**config.mk**
```make
export PLATFORM = sky130hd
export DESIGN_NAME = ftwm_div
export DESIGN_NICKNAME = d
export VERILOG_FILES = /design/src/rtl/ftwm_div.sv
export SDC_FILE = /design/constraint.sdc
export NUM_CORES = 1
export LEC_CHECK = 0
export ABC_AREA = 0
export BUFFER_PORTS_ARGS = -buffer_cell sky130_fd_sc_hd__buf_2
export CAP_MARGIN = 20
export CORE_MARGIN = 3
export CORE_UTILIZATION = 47
export DETAILED_ROUTE_END_ITERATION = 10
export PLACE_DENSITY = 0.81
export REMOVE_ABC_BUFFERS = 1
export SYNTH_ARGS = -nofsm -noshare
export SYNTH_HDL_FRONTEND = slang
export SYNTH_SLANG_ARGS = --single-unit
```
**constraint.sdc**
```tcl
create_clock -name i_clk -period 2.8 [get_ports i_clk]
set_input_delay 0.14 -clock i_clk [delete_from_list [all_inputs] [get_ports i_clk]]
set_output_delay 0.14 -clock i_clk [all_outputs]
set_load 0.01 [all_outputs]
```
**src/rtl/ftwm_div.sv**
```systemverilog
// ftwm_div: restoring divider for the window mean, one quotient bit per cycle
// no dependencies; busy after a start until all DIVIDEND_W quotient bits are shifted in
`timescale 1ns / 1ps

module ftwm_div #(
    parameter int DIVIDEND_W = 33,
    parameter int DIVISOR_W  = 14,
    parameter int QUOT_W     = 20
) (
    input  logic                  i_clk,
    input  logic                  i_rst_n,
    input  logic                  i_start,
    input  logic [DIVIDEND_W-1:0] i_dividend,
    input  logic [DIVISOR_W-1:0]  i_divisor,
    output logic                  o_busy,
    output logic [QUOT_W-1:0]     o_quotient
);

    localparam int STEP_W = $clog2(DIVIDEND_W + 1);

    logic [STEP_W-1:0]     r_steps;
    logic [DIVISOR_W-1:0]  r_rem;
    logic [DIVIDEND_W-1:0] r_quo;
    logic [DIVISOR_W-1:0]  r_divisor;

    logic [DIVISOR_W:0]    trial;
    logic [DIVISOR_W:0]    diff;
    logic                  fits;
    logic [DIVISOR_W-1:0]  n_rem;

    always_comb begin
        trial = {r_rem, r_quo[DIVIDEND_W-1]};
        diff  = trial - {1'b0, r_divisor};
        fits  = (trial >= {1'b0, r_divisor});
        // remainder stays below the divisor, so the top bit drops
        n_rem = fits ? diff[DIVISOR_W-1:0] : trial[DIVISOR_W-1:0];
    end

    always_ff @(posedge i_clk) begin
        if (!i_rst_n) begin
            r_steps <= '0;
        end else if (i_start) begin
            r_steps   <= STEP_W'(DIVIDEND_W);
            r_rem     <= '0;
            r_quo     <= i_dividend;
            r_divisor <= i_divisor;
        end else if (r_steps != '0) begin
            r_steps <= r_steps - 1'b1;
            r_rem   <= n_rem;
            r_quo   <= {r_quo[DIVIDEND_W-2:0], fits};
        end
    end

    assign o_busy     = (r_steps != '0);
    assign o_quotient = r_quo[QUOT_W-1:0];

endmodule

```
Word-level counts from Yosys, hierarchy flattened
Index checks and enable logic that the tools add are counted.
W data, S select, Z words.
{"block": "totals", "reg_bits": 67, "in_bits": 50, "out_inout_bits": 21}
{"block": "op_classes", "addsub": 2, "order_cmp": 1, "mux": 6, "bitwise_logic": 1, "n_reduce_logical": 5}
{"cell": "$mux W33", "n": 2}
{"cell": "$mux W14", "n": 2}
{"cell": "$ge A15 B14 Y1", "n": 1}
{"cell": "$sub A14 B14 Y14", "n": 1}
{"cell": "$mux W6", "n": 2}
{"cell": "$reduce_bool A6 Y1", "n": 1}
{"cell": "$sub A6 B1 Y6 const B", "n": 1}
{"cell": "$reduce_and A2 Y1", "n": 2}
{"cell": "$reduce_bool A2 Y1", "n": 1}
{"cell": "$reduce_or A2 Y1", "n": 1}
{"cell": "$not A1 Y1", "n": 1}

Logic depth before layout (Yosys ltp)
Gate-level depths: netlist of run 1.
{"block": "depth", "word_depth": 3, "mapped_depth": 10, "ltp_nobuf": 10}

Worst setup path before layout of run 1
OpenSTA, ideal clock, no wires.
{"block": "synth_timing", "path_type": "reg-to-reg", "from": "reg r_steps[0]", "to": "reg r_quo[0] (enable)", "setup_time_ns": 0.408, "arrival_ns": 2.043, "t_required_ns": 2.392, "slack_ns": 0.349, "path_stages_with_launch": 7, "n_path_buf": 0, "cell_sequence": "dfxtp_1 > inv_1 > ha_1 > nand2_1 > nor3_1 > inv_1 > o21a_1"}
{"block": "synth_between", "elab_chain_cells": 3}
{"element": "start: declaration", "line_no": "21", "text": "logic [STEP_W-1:0] r_steps;"}
{"element": "start signal: assignment", "line_no": "43", "text": "r_steps <= STEP_W'(DIVIDEND_W);"}
{"element": "start signal: assignment", "line_no": "48", "text": "r_steps <= r_steps - 1'b1;"}
{"element": "$reduce_bool A6 Y1"}
{"element": "named net o_busy", "line_no": "15", "text": "output logic o_busy,"}
{"element": "$reduce_bool A2 Y1 (no source line)"}
{"element": "$reduce_and A2 Y1 (no source line)"}
{"element": "end signal: assignment", "line_no": "45", "text": "r_quo <= i_dividend;"}
{"element": "end signal: assignment", "line_no": "50", "text": "r_quo <= {r_quo[DIVIDEND_W-2:0], fits};"}
{"element": "end: declaration", "line_no": "23", "text": "logic [DIVIDEND_W-1:0] r_quo;"}
The timed path passes the listed nets, and every way through them passes these cells.
A chain may end at the register's enable or synchronous reset.

Final worst setup path of run 1
{"block": "layout_timing", "from": "reg r_quo[32]", "to": "reg r_rem[10], data pin"}
{"block": "layout_between", "elab_chain_cells": 3, "elab_cells_between_ends": 4, "classes_between": "add/sub (1); order compare (1); mux (2)"}
{"element": "$sub A14 B14 Y14 / $ge A15 B14 Y1 (equally long branches)", "line_no": "33, 34"}
{"element": "$mux W14 *", "line_no": "36", "text": "n_rem = fits ? diff[DIVISOR_W-1:0] : trial[DIVISOR_W-1:0];"}
{"element": "$mux W14 *", "line_no": "47", "text": "end else if (r_steps != '0) begin"}
{"element": "end signal: assignment", "line_no": "49", "text": "r_rem <= n_rem;"}
{"element": "end: declaration", "line_no": "22", "text": "logic [DIVISOR_W-1:0] r_rem;"}
Every way passes the cells marked *; elsewhere a longest branch is shown, timed or not. The select of a mux whose other input is x is not followed.

==> flow_summary.json, run 1 <==
{
  "skew_ps": 8.39,
  "syn_area_um2": 3780,
  "post-route-min-period_ps": 2580,
  "die_w_um": 95.7,
  "finalCritPeriodShare_pct": 92.1,
  "first_pass_iters": 4,
  "cp-startpoint": "r_quo[32]",
  "max_freq_mhz": 388,
  "h-tree-depth": 3,
  "cts_made_buffers": 9,
  "synth_seq_area_share_pct": 51.7,
  "final_nets": 444,
  "required_ps": 2900,
  "p_per_area_nw_per_um2": 680,
  "multi_input_area_um2": 1520,
  "synth_flop_cell": "edfxtp_1",
  "synth_edf_count": 61,
  "die_h_um": 95.7,
  "wl_um": 7560,
  "dpl-instance-area_um2": 4090,
  "areaGrowthSynthToFinish_pct": 17.5,
  "antenna_cells": 0,
  "netlist_instances": 306,
  "synth-async-reset-ratio_pct": 0,
  "final_cell_mix": "buf_2, edfxtp_1, mux2_2, inv_1, a21oi_1",
  "ys_ff_latch": 67,
  "leakage_uw": 0.00179,
  "crit_family": "compound AO/OA/AOI/OAI gates",
  "max-cap-violations": 0,
  "crit_buf_inv": 2,
  "grtUsageTotal_pct": 17.2,
  "syn_avg_cell_area_um2": 12.3,
  "slowest_stage": "fa_1",
  "clock-sinks": 67,
  "setup_tns_ps": 0,
  "ff_latch_area_um2": 1950,
  "yosysTopAreaCellShare_pct": 48.5,
  "pre_cts_ws_ps": 247,
  "io_pins": 71,
  "min_from": "i_rst_n",
  "yosysTopAreaCell": "edfxtp_1",
  "arrival_ps": 2680,
  "drt_iter0_drc": 171,
  "layout-drive-gt1-share_pct": 37.2,
  "grt_overflow": 0,
  "slew_violations": 0,
  "grt_max_degree": 48,
  "grt_pass1_wl_um": 12000,
  "yosysWarnings": 0,
  "path_common_cell": "inv_1",
  "status": "completed",
  "ir_drop_uv": 323,
  "critPathMaxFanout": 3,
  "wl_per_cell_um": 15.6,
  "cp-end-kind": "flop",
  "antenna_found_initial": 0,
  "tightest_slew_ps": 728,
  "place.port_buffers": 70,
  "crit_path_cell_trace": "inv_1 -> ha_1 -> inv_1 -> fa_1 -> a211oi_1 -> o211a_1 -> nor2_1 -> a41oi_1 -> a22o_1 -> a21oi_2",
  "design_area_um2": 4440,
  "critPathLaunchType": "flop",
  "rsz0062_at_grt": "no",
  "synthTopCellsByArea": "edfxtp_1, mux2_2, ha_1",
  "num_vias": 2622,
  "clk_latency_ps": 350,
  "final_common_cell": "buf_2",
  "cts_tree": "yes",
  "synth.distinct_cells": 56,
  "post-cts-setup-buffers": 0,
  "hold_viol": 0,
  "drtAntennaViolNets": 0,
  "core_area_um2": 7770,
  "critical_path.max_stage_delay_ps": 430,
  "ctsLongestPathBuffers": 2,
  "slew_headroom_pct": 51.4,
  "start_util_pct": 48.6,
  "critPathKind": "reg -> reg",
  "clkTransAtPathRegs_ps": 80,
  "drc": 0,
  "holdCritPathClass": "in -> reg",
  "dp_hpwl_um": 5180,
  "gpl.final_weighted_congestion": 0.881,
  "core.rowCount": 32,
  "setup_ws_ps": 221,
  "die_area_um2": 9150,
  "grt_pass1_vias": 2619,
  "root_buffer": "clkbuf_8",
  "viasPerCell": 5.42,
  "total_power_uw": 3020,
  "rr_startpoint": "r_quo[32]",
  "fillCellCount": 672,
  "setup-violations-final": 0
}
-- synth_stat cells (all sizes together), types with 2 or more instances --
master	instances
mux2	34
nor2	12
ha	16
and3	2
o21bai	3
nand4	2
or4	2
buf	24
o31a	2
inv	22
xnor2	9
clkbuf	6
a21oi	22
o32ai	2
nand3	10
a21boi	2
nand2b	3
a211oi	6
dfxtp	6
o21a	9
a21o	6
nand2	9
o21ai	7
nor3	12
edfxtp	61
-- cells by family after synthesis --
family | share of synthesized area (%)
compound gates | 13.5
flops | 51.7
simple gates | 8.51
buf+inv | 8.28
mux | 10.1
fa+ha+maj | 5.83
xor+xnor | 2.09
-- timing repair --
item	in CTS	in global routing
hold endpoints to repair	14	0
gates resized for setup	0	0
hold buffers	14	0
-- metal layers --
layer	track usage, %	up-vias	part of all wire, %
met5	0	-	0
met4	6.28	0	1.9
met3	6.00	14	6.5
met2	28.0	93	49
met1	21.1	1257	43
li1	-	1258	-
-- worst reg2reg max path: stages, from the launching register on --
cell and delay [ps]:
edfxtp_1 420, inv_1 100, ha_1 150, inv_1 50, fa_1 430, a211oi_1 380, o211a_1 270, nor2_1 90
a41oi_1 220, a22o_1 170, a21oi_2 50
-- through the flow --
stage          hold slack, ps  util [%]  cells
4_1_cts                  47.8      57.2    484
3_3_place_gp              319      52.6    454
5_1_grt                  36.7      57.2    484
2_1_floorplan             239         -    276
3_5_place_dp              318      52.6    454
6_report                 63.5      57.2    484
-- final timing paths --
path           endpoint  slack, ps  cells after the start
max           r_rem[10]        220                     10
min          r_steps[5]         60                      2
max reg2reg   r_rem[10]        220                     10
min reg2reg  r_steps[4]        480                      2
-- registers in the layout, summed over array words and instances, names as in the netlist --
register / flops
r_divisor: 14
r_rem: 14
r_steps: 6
r_quo: 33
-- cell type report --
cell class              count  share of cell area (%)
multi-input cells         187                    34.1
clock buffers               9                    2.79
repair buffers             90                    12.3
clock inverters             7                    2.06
inverters                  22                    1.86
well taps                 102                    2.87
flip-flops and latches     67                    44.0
-- where the power goes --
part	switching, µW	internal, µW	leakage, µW
Clock	379	498	0.000101
Sequential	54.3	1240	0.000640
Combinational	461	387	0.00104
(Power assumes the default switching activity.)
==> run 2: changes to the inputs <==
--- a/config.mk
+++ b/config.mk
@@ -9,9 +9,10 @@
 export BUFFER_PORTS_ARGS = -buffer_cell sky130_fd_sc_hd__buf_2
 export CAP_MARGIN = 20
 export CORE_MARGIN = 3
-export CORE_UTILIZATION = 47
+export CORE_UTILIZATION = 51
+export CTS_BUF_LIST = sky130_fd_sc_hd__clkbuf_8 sky130_fd_sc_hd__clkbuf_16
 export DETAILED_ROUTE_END_ITERATION = 10
-export PLACE_DENSITY = 0.81
+export PLACE_DENSITY = 0.86
 export REMOVE_ABC_BUFFERS = 1
 export SYNTH_ARGS = -nofsm -noshare
 export SYNTH_HDL_FRONTEND = slang
==> flow_summary.json, run 2 (synthesis results as in run 1) <==
{
  "io_pins": 71,
  "setup_tns_ps": 0,
  "antenna_found_initial": 0,
  "setup_ws_ps": 198,
  "dp_hpwl_um": 5070,
  "cts-resized-gates": 0,
  "final_nets": 443,
  "critical_path.max_stage_delay_ps": 440,
  "die_area_um2": 8480,
  "final_cell_mix": "buf_2, edfxtp_1, mux2_2, inv_1, a21oi_1",
  "critPathKind": "reg -> reg",
  "core.rowCount": 30,
  "slew_violations": 0,
  "ctsLongestPathBuffers": 2,
  "num_vias": 2602,
  "p_per_area_nw_per_um2": 658,
  "rr_startpoint": "r_quo[32]",
  "slew_headroom_pct": 51.8,
  "grt_max_degree": 48,
  "grt_pass1_vias": 2575,
  "place.port_buffers": 70,
  "slowest_stage": "fa_1",
  "crit_end": "r_rem[10]",
  "wl_per_cell_um": 15.2,
  "cp-startpoint": "r_quo[32]",
  "root_buffer": "clkbuf_8",
  "r2r-end": "r_rem[10]",
  "drtAntennaViolNets": 0,
  "clkTransAtPathRegs_ps": 70,
  "viasPerCell": 5.45,
  "first_pass_iters": 5,
  "hold_path_depth": 2,
  "wl_um": 7270,
  "grt_overflow": 0,
  "grt_pass1_wl_um": 12100,
  "setup-violations-final": 0,
  "required_ps": 2880,
  "ff2ff_setup_slack_ps": 200,
  "skew_ps": 10.3,
  "gpl.final_weighted_congestion": 0.913,
  "registers.top_by_ff_count": "r_quo",
  "top_regs": "r_quo (33), r_divisor (14), r_rem (14)",
  "post-route-min-period_ps": 2600,
  "rsz0062_at_grt": "no",
  "layout-drive-gt1-share_pct": 36.7,
  "cp-end-kind": "flop",
  "max_freq_mhz": 384,
  "path_common_cell": "inv_1",
  "critPathMaxFanout": 3,
  "cts_tree": "yes",
  "areaGrowthSynthToFinish_pct": 16.3,
  "clk_latency_ps": 340,
  "ir_drop_uv": 390,
  "status": "completed",
  "start_util_pct": 54.1,
  "drt_iter0_drc": 125,
  "die_h_um": 92.1,
  "pre_cts_ws_ps": 214,
  "holdCritPathClass": "in -> reg",
  "largest_reg_flops": 33,
  "antenna_cells": 0,
  "cts_made_buffers": 9,
  "fillCellCount": 572,
  "post-cts-setup-buffers": 0,
  "die_w_um": 92.1,
  "arrival_ps": 2680,
  "core_area_um2": 6980,
  "r2r_cells": 10,
  "tightest_slew_ps": 723,
  "clock-sinks": 67,
  "h-tree-depth": 3,
  "hold_viol": 0,
  "max-cap-violations": 0,
  "final_common_cell": "buf_2",
  "critPathLaunchType": "flop",
  "drc": 0,
  "crit_path_cell_trace": "inv_1 -> ha_1 -> inv_1 -> fa_1 -> a211oi_1 -> o211a_1 -> nor2_1 -> a41oi_1 -> a22o_1 -> a21oi_2",
  "grtUsageTotal_pct": 18.2,
  "finalCritPeriodShare_pct": 92.9,
  "leakage_uw": 0.00178
}
==> run 2: timing repair <==
action | in CTS | in global routing
hold endpoints to repair | 14 | 0
endpoints found under the setup margin | 0 | 0
hold buffers | 14 | 0
==> run 2: power by group <==
group | leakage, µW | internal (µW) | switching (µW) | total, µW
Combinational | 0.00104 | 382 | 452 | 834
Sequential | 0.000640 | 1240 | 55.8 | 1300
Clock | 0.0000992 | 400 | 358 | 758
==> run 2: through the flow <==
stage | std cells | hold slack, ps | utilization, % | instance area [µm²] | power (µW)
after CTS | 477 | 42.6 | 62.9 | 4390 | 2910
final | 477 | 59.8 | 62.9 | 4390 | 2890
after floorplan | 276 | 239 | - | 3550 | 1900
after global placement | 447 | 318 | 58.3 | 4070 | 2100
after global routing | 477 | 44.6 | 62.9 | 4390 | 3060
after detailed placement | 447 | 319 | 58.3 | 4070 | 2130
==> run 2: area by class of cell <==
cell class / instances / area (µm²) / share of cell area, %
sequential: 67 / 1950 / 44.4
multi-input combinational: 187 / 1520 / 34.5
timing repair buffer: 89 / 541 / 12.3
clock buffer: 9 / 124 / 2.82
tap: 96 / 120 / 2.73
inverter: 22 / 82.6 / 1.88
clock inverter: 7 / 60.1 / 1.37
==> run 2: worst min-delay path by stage <==
stage	startpoint	to	slack, ps
3_5_place_dp	i_divisor[3]	r_divisor[3]	320
3_3_place_gp	i_divisor[1]	r_divisor[1]	320
4_1_cts	i_rst_n	r_steps[5]	40
5_1_grt	i_rst_n	r_steps[5]	40
6_report	i_rst_n	r_steps[5]	60
2_1_floorplan	i_divisor[0]	r_divisor[0]	240
==> run 2: metal layers <==
metal / part of all wire [%] / GRT usage, % / vias up
met5: 0 / 0 / -
met4: 1.5 / 5.32 / 0
met3: 7.1 / 6.32 / 18
met2: 48 / 28.6 / 104
met1: 44 / 23.8 / 1220
li1: - / - / 1260
==> run 2: worst max-delay path, delay by kind of cell (launching register included) <==
kind	cells	cell delay (ps)
and+or+nand+nor	1	90
buffers and inverters	2	150
adders and majority gates	2	590
AOI/OAI and AO/OA	5	1130
DFF	1	400
